`config.mk`:
```
export PLATFORM = sky130hd
export DESIGN_NAME = edtq_row
export DESIGN_NICKNAME = d
export VERILOG_FILES = /design/src/hdl/edtq_pkg.sv /design/src/hdl/edtq_cell.sv /design/src/hdl/edtq_row.sv
export SDC_FILE = /design/constraint.sdc
export NUM_CORES = 2
export LEC_CHECK = 0
export BUFFER_PORTS_ARGS = -buffer_cell sky130_fd_sc_hd__buf_2
export CORE_ASPECT_RATIO = 0.6
export CORE_MARGIN = 3
export CORE_UTILIZATION = 50
export CTS_BUF_LIST = sky130_fd_sc_hd__clkbuf_4
export CTS_CLUSTER_DIAMETER = 60
export DETAILED_ROUTE_END_ITERATION = 8
export GPL_ROUTABILITY_DRIVEN = 0
export PLACE_DENSITY_LB_ADDON = 0.08
export SYNTH_ARGS = -nofsm -noshare
export SYNTH_HDL_FRONTEND = slang
export SYNTH_SLANG_ARGS = --single-unit
```
`constraint.sdc`:
```
create_clock -name clk -period 12.4 [get_ports clk]
set_clock_uncertainty 0.2 [all_clocks]
set_input_delay 2.48 -clock clk [delete_from_list [all_inputs] [get_ports clk]]
set_output_delay 2.48 -clock clk [all_outputs]
set_load 0.005 [all_outputs]
```
`src/hdl/edtq_pkg.sv`:
```
// Shared types and codes for the earliest-deadline timer queue.
package edtq_pkg;

    localparam int TASK_W   = 8;
    localparam int TIME_W   = 48;
    localparam int PERIOD_W = 32;
    localparam int COUNT_W  = 5;

    localparam logic [1:0] REQ_ADD   = 2'd0;
    localparam logic [1:0] REQ_TICK  = 2'd1;
    localparam logic [1:0] REQ_CLEAR = 2'd2;
    localparam logic [1:0] REQ_NONE  = 2'd3;

    typedef struct packed {
        logic [1:0]          req_type;
        logic [TASK_W-1:0]   task_id;
        logic [TIME_W-1:0]   due_time;
        logic [PERIOD_W-1:0] repeat_period;
        logic                is_periodic;
        logic [TIME_W-1:0]   now_time;
    } req_item_t;

    typedef struct packed {
        logic                fired_valid;
        logic [TASK_W-1:0]   fired_task;
        logic [TIME_W-1:0]   fired_time;
        logic                run_last;
        logic                add_dropped;
        logic [COUNT_W-1:0]  entry_count;
    } res_item_t;

    typedef enum logic [1:0] {
        OP_HOLD,
        OP_POP,
        OP_INSERT,
        OP_CLEAR
    } cell_op_t;

    typedef enum logic [1:0] {
        ST_IDLE,
        ST_DRAIN,
        ST_FIRE
    } state_t;

endpackage

```
`src/hdl/edtq_cell.sv`:
```
// One slot of a sorted shift queue: holds an entry and trades it with its neighbors.
module edtq_cell #(
    parameter int TIME_BITS = 48,
    parameter int ID_BITS   = 8
) (
    input  logic                      clk,
    input  logic                      rst_n,
    input  edtq_pkg::cell_op_t        op,
    // entry being inserted
    input  logic [ID_BITS-1:0]        new_task,
    input  logic [TIME_BITS-1:0]      new_due,
    input  logic [edtq_pkg::PERIOD_W-1:0] new_period,
    input  logic                      new_repeat,
    // left neighbor (closer to the head)
    input  logic                      gt_in,
    input  logic                      lft_used,
    input  logic [ID_BITS-1:0]        lft_task,
    input  logic [TIME_BITS-1:0]      lft_due,
    input  logic [edtq_pkg::PERIOD_W-1:0] lft_period,
    input  logic                      lft_repeat,
    // right neighbor (closer to the tail)
    input  logic                      rgt_used,
    input  logic [ID_BITS-1:0]        rgt_task,
    input  logic [TIME_BITS-1:0]      rgt_due,
    input  logic [edtq_pkg::PERIOD_W-1:0] rgt_period,
    input  logic                      rgt_repeat,
    // stored entry
    output logic                      gt_out,
    output logic                      used,
    output logic [ID_BITS-1:0]        task_id,
    output logic [TIME_BITS-1:0]      due,
    output logic [edtq_pkg::PERIOD_W-1:0] period,
    output logic                      repeat_flag
);
    import edtq_pkg::*;

    logic                used_reg, used_next;
    logic [ID_BITS-1:0]  task_reg, task_next;
    logic [TIME_BITS-1:0] due_reg, due_next;
    logic [PERIOD_W-1:0] period_reg, period_next;
    logic                repeat_reg, repeat_next;

    // an empty slot sorts after everything
    assign gt_out = !used_reg || (due_reg > new_due);

    always_comb
    begin
        used_next   = used_reg;
        task_next   = task_reg;
        due_next    = due_reg;
        period_next = period_reg;
        repeat_next = repeat_reg;
        unique case (op)
            OP_HOLD:
            begin
            end
            OP_POP:
            begin
                used_next   = rgt_used;
                task_next   = rgt_task;
                due_next    = rgt_due;
                period_next = rgt_period;
                repeat_next = rgt_repeat;
            end
            OP_INSERT:
            begin
                if (gt_in)
                begin
                    used_next   = lft_used;
                    task_next   = lft_task;
                    due_next    = lft_due;
                    period_next = lft_period;
                    repeat_next = lft_repeat;
                end
                else if (gt_out)
                begin
                    used_next   = 1'b1;
                    task_next   = new_task;
                    due_next    = new_due;
                    period_next = new_period;
                    repeat_next = new_repeat;
                end
            end
            OP_CLEAR:
            begin
                used_next = 1'b0;
            end
            default:
            begin
            end
        endcase
    end

    always_ff @(posedge clk or negedge rst_n)
    begin
        if (!rst_n)
        begin
            used_reg <= 1'b0;
        end
        else
        begin
            used_reg <= used_next;
        end
    end

    always_ff @(posedge clk)
    begin
        task_reg   <= task_next;
        due_reg    <= due_next;
        period_reg <= period_next;
        repeat_reg <= repeat_next;
    end

    assign used        = used_reg;
    assign task_id     = task_reg;
    assign due         = due_reg;
    assign period      = period_reg;
    assign repeat_flag = repeat_reg;

endmodule

```
`src/hdl/edtq_row.sv`:
```
// Row of queue cells kept sorted by due time; exposes the head entry.
module edtq_row #(
    parameter int DEPTH     = 16,
    parameter int TIME_BITS = 48,
    parameter int ID_BITS   = 8
) (
    input  logic                          clk,
    input  logic                          rst_n,
    input  edtq_pkg::cell_op_t            op,
    input  logic [ID_BITS-1:0]            new_task,
    input  logic [TIME_BITS-1:0]          new_due,
    input  logic [edtq_pkg::PERIOD_W-1:0] new_period,
    input  logic                          new_repeat,
    output logic                          head_used,
    output logic [ID_BITS-1:0]            head_task,
    output logic [TIME_BITS-1:0]          head_due,
    output logic [edtq_pkg::PERIOD_W-1:0] head_period,
    output logic                          head_repeat
);
    import edtq_pkg::*;

    logic                 gt_chain [DEPTH+1];
    logic                 c_used   [DEPTH];
    logic [ID_BITS-1:0]   c_task   [DEPTH];
    logic [TIME_BITS-1:0] c_due    [DEPTH];
    logic [PERIOD_W-1:0]  c_period [DEPTH];
    logic                 c_repeat [DEPTH];

    assign gt_chain[0] = 1'b0;

    for (genvar i = 0; i < DEPTH; i++)
    begin : g_cell
        logic                 l_used, r_used;
        logic [ID_BITS-1:0]   l_task, r_task;
        logic [TIME_BITS-1:0] l_due, r_due;
        logic [PERIOD_W-1:0]  l_period, r_period;
        logic                 l_repeat, r_repeat;

        if (i == 0)
        begin : g_first
            assign l_used   = 1'b0;
            assign l_task   = '0;
            assign l_due    = '0;
            assign l_period = '0;
            assign l_repeat = 1'b0;
        end
        else
        begin : g_mid_l
            assign l_used   = c_used[i-1];
            assign l_task   = c_task[i-1];
            assign l_due    = c_due[i-1];
            assign l_period = c_period[i-1];
            assign l_repeat = c_repeat[i-1];
        end

        if (i == DEPTH - 1)
        begin : g_last
            assign r_used   = 1'b0;
            assign r_task   = '0;
            assign r_due    = '0;
            assign r_period = '0;
            assign r_repeat = 1'b0;
        end
        else
        begin : g_mid_r
            assign r_used   = c_used[i+1];
            assign r_task   = c_task[i+1];
            assign r_due    = c_due[i+1];
            assign r_period = c_period[i+1];
            assign r_repeat = c_repeat[i+1];
        end

        edtq_cell #(
            .TIME_BITS (TIME_BITS),
            .ID_BITS   (ID_BITS)
        ) u_cell (
            .clk         (clk),
            .rst_n       (rst_n),
            .op          (op),
            .new_task    (new_task),
            .new_due     (new_due),
            .new_period  (new_period),
            .new_repeat  (new_repeat),
            .gt_in       (gt_chain[i]),
            .lft_used    (l_used),
            .lft_task    (l_task),
            .lft_due     (l_due),
            .lft_period  (l_period),
            .lft_repeat  (l_repeat),
            .rgt_used    (r_used),
            .rgt_task    (r_task),
            .rgt_due     (r_due),
            .rgt_period  (r_period),
            .rgt_repeat  (r_repeat),
            .gt_out      (gt_chain[i+1]),
            .used        (c_used[i]),
            .task_id     (c_task[i]),
            .due         (c_due[i]),
            .period      (c_period[i]),
            .repeat_flag (c_repeat[i])
        );
    end

    assign head_used   = c_used[0];
    assign head_task   = c_task[0];
    assign head_due    = c_due[0];
    assign head_period = c_period[0];
    assign head_repeat = c_repeat[0];

endmodule

```
### Yosys cells after proc, flatten, opt, wreduce, memory -nomap -nowiden

Index checks and enable logic that the tools add are counted.

| cells by class | value |
|---|---|
| $lt $le $gt $ge | 16 |
| equality and inequality tests | 19 |
| muxes and demuxes | 235 |
| reduce and logical (&&, ||, !) cells | 68 |

Operators by type and width:

| cell | number |
|---|---|
| 48-bit one-hot mux with 2 select lines | 16 |
| 48-bit two-way mux | 31 |
| 32-bit one-hot mux with 2 select lines | 16 |
| 32-bit two-way mux | 31 |
| 48-bit > comparator | 16 |
| 8-bit one-hot mux with 2 select lines | 16 |
| 8-bit two-way mux | 31 |
| 2-bit AND reduction | 32 |
| 1-bit two-way mux | 62 |
| 3-bit by 1-bit inequality test with 1-bit output (second input constant) | 15 |
| 1-bit one-hot mux with 3 select lines | 15 |
| 1-bit one-hot mux with 2 select lines | 17 |
| 1-bit zero test | 16 |
| 1-bit logical OR | 16 |
| 2-bit equality test (second input constant) | 2 |
| 2-bit nonzero test | 2 |
| 3-bit nonzero test | 1 |
| 2-bit by 1-bit equality test with 1-bit output (second input constant) | 1 |
| 2-bit by 1-bit inequality test with 1-bit output (second input constant) | 1 |
| 2-bit OR reduction | 1 |

| storage, ports and cells | value |
|---|---|
| register bits | 1440 |
| output and inout port bits | 90 |
| word-level logic and storage cells | 418 |

### Logic depth before layout (Yosys ltp)

| depth | value |
|---|---|
| depth in word-level cells | 5 |
| depth in mapped cells | 13 |
| mapped depth without buffers | 10 |

### Cells and area by module

From an unflattened synthesis, not the netlist that was laid out.

| unflattened totals | value |
|---|---|
| cell total of the unflattened synthesis | 9089 |
| area, all modules | 93093.0 um^2 |

By module, submodules not included:

| module | instances | cells an instance | area each (um^2) | seq. area each (um^2) |
|---|---|---|---|---|
| edtq_cell | 16 | 568 | 5818.1 | 2697.6 |
| edtq_row | 1 | 1 | 3.8 | 0.0 |

### Least setup slack after synthesis

No wires, ideal clock.

| timing | value |
|---|---|
| kind | input to register |
| start | input port new_due[47] |
| end | register g_cell[11].u_cell.due_reg[0] (enable) |
| setup time | 0.673 ns |
| data arrival time | 11.055 ns |
| setup slack | 0.472 ns |
| stages on the path | 11 |
| cell sequence | buf_2 inv_1 ha_1 and4_1 and3_1 and3_1 nand3_1 clkbuf_1 clkbuf_1 nand2_1 a21boi_0 |

| on the way | value |
|---|---|
| longest elaborated chain between the ends | 4 |
| elaborated cells on any way between the ends | 6 |
| those cells by class | 2 x order compare; 1 x eq/ne; 3 x reduce/logical |

Ends and longest elaborated chain:

| what | line | RTL |
|---|---|---|
| from (decl) | edtq_row.sv:11 | `input logic [TIME_BITS-1:0] new_due,` |
| 48-bit > comparator | edtq_cell.sv:44 | `assign gt_out = !used_reg \|\| (due_reg > new_due);` |
| 1-bit logical OR | edtq_cell.sv:44 |  |
| 3-bit by 1-bit inequality test with 1-bit output (no line) * | n/a |  |
| 2-bit AND reduction (no line) * | n/a |  |
| to (signal assigned) | edtq_cell.sv:109 | `due_reg <= due_next;` |
| to (decl) | edtq_cell.sv:39 | `logic [TIME_BITS-1:0] due_reg, due_next;` |

Every way passes the cells marked *; elsewhere a longest branch is shown, timed or not.
A chain may end at the register's enable or synchronous reset.

### Worst setup path in the final report

| timing | value |
|---|---|
| start | input port new_due[17] |
| end | register g_cell[7].u_cell.due_reg[7] (enable) |

| on the way | value |
|---|---|
| longest elaborated chain between the ends | 4 |
| elaborated cells on any way between the ends | 6 |
| those cells by class | 2 x order compare; 1 x eq/ne; 3 x reduce/logical |

Ends and longest elaborated chain:

| what | line |
|---|---|
| 48-bit > comparator | edtq_cell.sv:44 |
| 1-bit logical OR | edtq_cell.sv:44 |
| 3-bit by 1-bit inequality test with 1-bit output (no line) * | n/a |
| 2-bit AND reduction (no line) * | n/a |
| to (signal assigned) | edtq_cell.sv:109 |
| to (decl) | edtq_cell.sv:39 |

Marked as above.

==> results.yml <==
die:
  die_ar_mm2: 0.189
  die_h_um: 338
  floorplan.initialDensity: 0.504
  number_of_placed_i_o_pins: 183
  dieWidth_um: 559
  core_area_mm2: 0.182
  num_rows: 121
critical_path:
  crit_buf_inv: 5
  path_common_cell: "buf_4"
  cp_slowest_stage_delay_ns: 1.31
  regToRegSetupSlack_ns: 6.01
  worstPathMaxFanout: 72
  crit_chain: "buf_2, inv_1, buf_4, ha_1, nand4_1, nor4_1, a211oi_1, o31ai_4, buf_12, o31a_2, buf_4"
  crit_family: "buffers and inverters"
  worstReg2RegEnd: "g_cell[7].u_cell.due[7]"
  worst_r2r_startpoint: "g_cell[7].u_cell.due[17]"
  critical_path.startpoint_type: "input port"
  timing.critical_path.slowest_stage_cell: "nor4_1"
  timing.critical_path.to_type: "flop"
  critical_path_arrival_ns: 8.63
  reg2reg_depth: 8
  cp_data_required_time_ns: 13.01
  critical_path_class: "input port to flop"
run_status:
  violations_in_the_final_reports: "max-capacitance violations"
  run_status: "complete, but fails checks"
grt:
  grt_pass1_vias: 72739
  met3_usage: 0.159
  grt_most_used_layer: "met1"
  grt_remaining_overflow: 0
  grtUsageMet1: 0.580
  met2_usage: 0.489
  track_usage: 0.385
  grt_antenna_before_repair: 41
  grt_pass1_wl_um: 529000
  pin_count_of_the_biggest_net_entering_global_routing: 229
hold_path:
  hp-class: "flop to flop"
  min_from: "g_cell[12].u_cell.period[22]"
  end_of_the_worst_hold_path: "g_cell[11].u_cell.period[22]"
  hold-path-cell-count: 1
sta:
  finalMaxSlewViolations: 0
  timing.final.hold_violations: 0
  fmaxAchievable_ghz: 0.125
  final.setup.worst_slack_ns: 4.38
  worst_slew_pin_slew_ns: 1.46
  rsz_0062_raised_after_global_routing: "false"
  max_slew_margin: 0.0156
  totalNegativeSetupSlack_ns: 0
  timing.final.crit_share: 0.647
  finalCriticalPeriod_ns: 8.02
  finalSetupViolCount: 0
route:
  drt.antenna.violating_nets: 0
  detail_route.wl_per_cell_um: 32.4
  post-route-drc-count: 0
  route.vias.total: 79959
  vias_per_cell: 6.89
  routed_wl_um: 376000
  drt_pass1_iterations: 6
  drt_iter0_markers: 14446
yosys:
  synth_enable_flop_cells: 1424
  synth_warnings: 0
  ys_flop_type: "edfxtp_1"
  yosys_register_bits: 1440
  synthesis.area_per_instance_um2: 10.3
  post_synth_main_area_contributors: "edfxtp_1 (47%), ha_1 (11%), mux2i_1 (7.5%), a21oi_1 (4.9%), nor2_1 (4.0%)"
  synthCells: 8878
  yosysTopAreaCellShare: 0.466
  ys_async_sr_fraction: 0.0111
  synthesis.area_mm2: 0.0917
  synth_sequential_area_ratio: 0.471
  syn_nets: 9744
  synth_largest_area_cell: "edfxtp_1"
  synth.lib_cells_used.distinct: 68
finish:
  largest_register_ff_count: 768
  layout.filler_cells: 16211
  multiInputGateArea_mm2: 0.0443
  fin_nets: 9738
  area.sequential_mm2: 0.0432
  fin_area_mm2: 0.0989
  final_layout_size_suffix_gt1_frac: 0.140
  areaGrowthSynthToFinish_pct: 7.85
  mostFrequentLayoutCell: "edfxtp_1"
  leading_cell_types_in_the_layout_fill_and_taps_excluded: "edfxtp_1 (1,424), nor2_1 (975), a21oi_1 (896)"
cts:
  clock_slew_seen_by_the_registers_of_the_worst_setup_and_hold_paths_ns: 0.08
  cts_htree_levels: 5
  number_of_cts_inserted_buffers: 373
  clock_tree_root: "clkbuf_4"
  clock_sink_count: 1440
  ctsLongestPathBuffers: 4
  gates_resized_cts_repair: 0
  ctsHoldBuffers: 0
  cts_setup_buffers: 0
  cts_tree: "built"
  clock_latency_on_the_worst_skew_pair_ns: 1.28
power:
  powerDensity_mw_per_mm2: 143
  ir_drop_mv: 0.131
  power.total_mw: 14.1
  p_leak_nw: 42.6
place:
  place_area_mm2: 0.0942
  place.port_buffers: 182
  pre_cts_ws_ns: 3.59
  dp_hpwl_um: 235000
job:
  max_cap_violations: 1
## cells by family (layout without fill, tap and decap cells)
family	Yosys count	after routing	share of synthesized area
flops	1440	1440	0.471
compound gates	2479	2479	0.179
simple gates	2335	2335	0.114
other cells	0	27	0
fa+ha+maj	773	773	0.105
mux	734	734	0.0808
buf+inv	1117	1359	0.0503
## worst reg2reg max path: stages, from the launching register on
cell,delay [ns]
edfxtp_1,0.44
ha_1,0.33
nand4_1,0.42
nor4_1,1.32
a211oi_1,0.50
o31ai_4,0.43
buf_12,0.63
o31a_2,0.68
buf_4,0.92
## final cells by class
class / instances / area share
inverters: 409 / 0.0156
diodes: 27 / 0.000683
multi-input cells: 6321 / 0.448
clock inverters: 67 / 0.00431
flip-flops and latches: 1440 / 0.437
well taps: 2460 / 0.0311
clock buffers: 556 / 0.0422
repair buffers: 327 / 0.0220
## metrics by stage
| stage | instances | utilization | hold WS, ns |
|---|---|---|---|
| 2_1_floorplan | 8878 | - | 0.288 |
| 3_3_place_gp | 10956 | 0.518 | 0.319 |
| 3_5_place_dp | 10957 | 0.518 | 0.330 |
| 4_1_cts | 11580 | 0.544 | 0.309 |
| 5_1_grt | 11591 | 0.544 | 0.363 |
| 6_report | 11607 | 0.544 | 0.328 |
## report_power, final
part / internal (mW) / switching [mW]
logic: 1.00 / 2.01
registers: 6.19 / 0.596
clock network: 2.13 / 2.19
total: 9.33 / 4.79
## layer usage
metal | wire length (um) | vias to the layer above
met2 | 140000 | 6236
met1 | 158000 | 38760
met4 | 13500 | 22
li1 | - | 34074
met3 | 63400 | 867
met5 | 139 | -
## Yosys cell counts (all sizes together), types with 93 or more instances
master	n
inv	408
ha	773
a31o	93
a221oi	195
mux2i	683
nand4	157
o21ai	334
clkbuf	511
o221ai	244
buf	197
a21oi	897
edfxtp	1424
a31oi	230
nand3	369
nand2	483
nor2	979
nor3	124
a21o	222
## how the worst max path moves through the flow
stage | startpoint | depth (start not counted) | endpoint
after floorplan | new_due[47] | 11 | g_cell[11].u_cell.due[0]
after global placement | new_due[24] | 13 | g_cell[14].u_cell.due[11]
after detailed placement | new_due[24] | 13 | g_cell[14].u_cell.due[11]
after CTS | new_due[24] | 13 | g_cell[14].u_cell.due[9]
after global routing | new_due[24] | 13 | g_cell[14].u_cell.due[6]
final | new_due[17] | 11 | g_cell[7].u_cell.due[7]
Power figures use the tool's default switching activity.
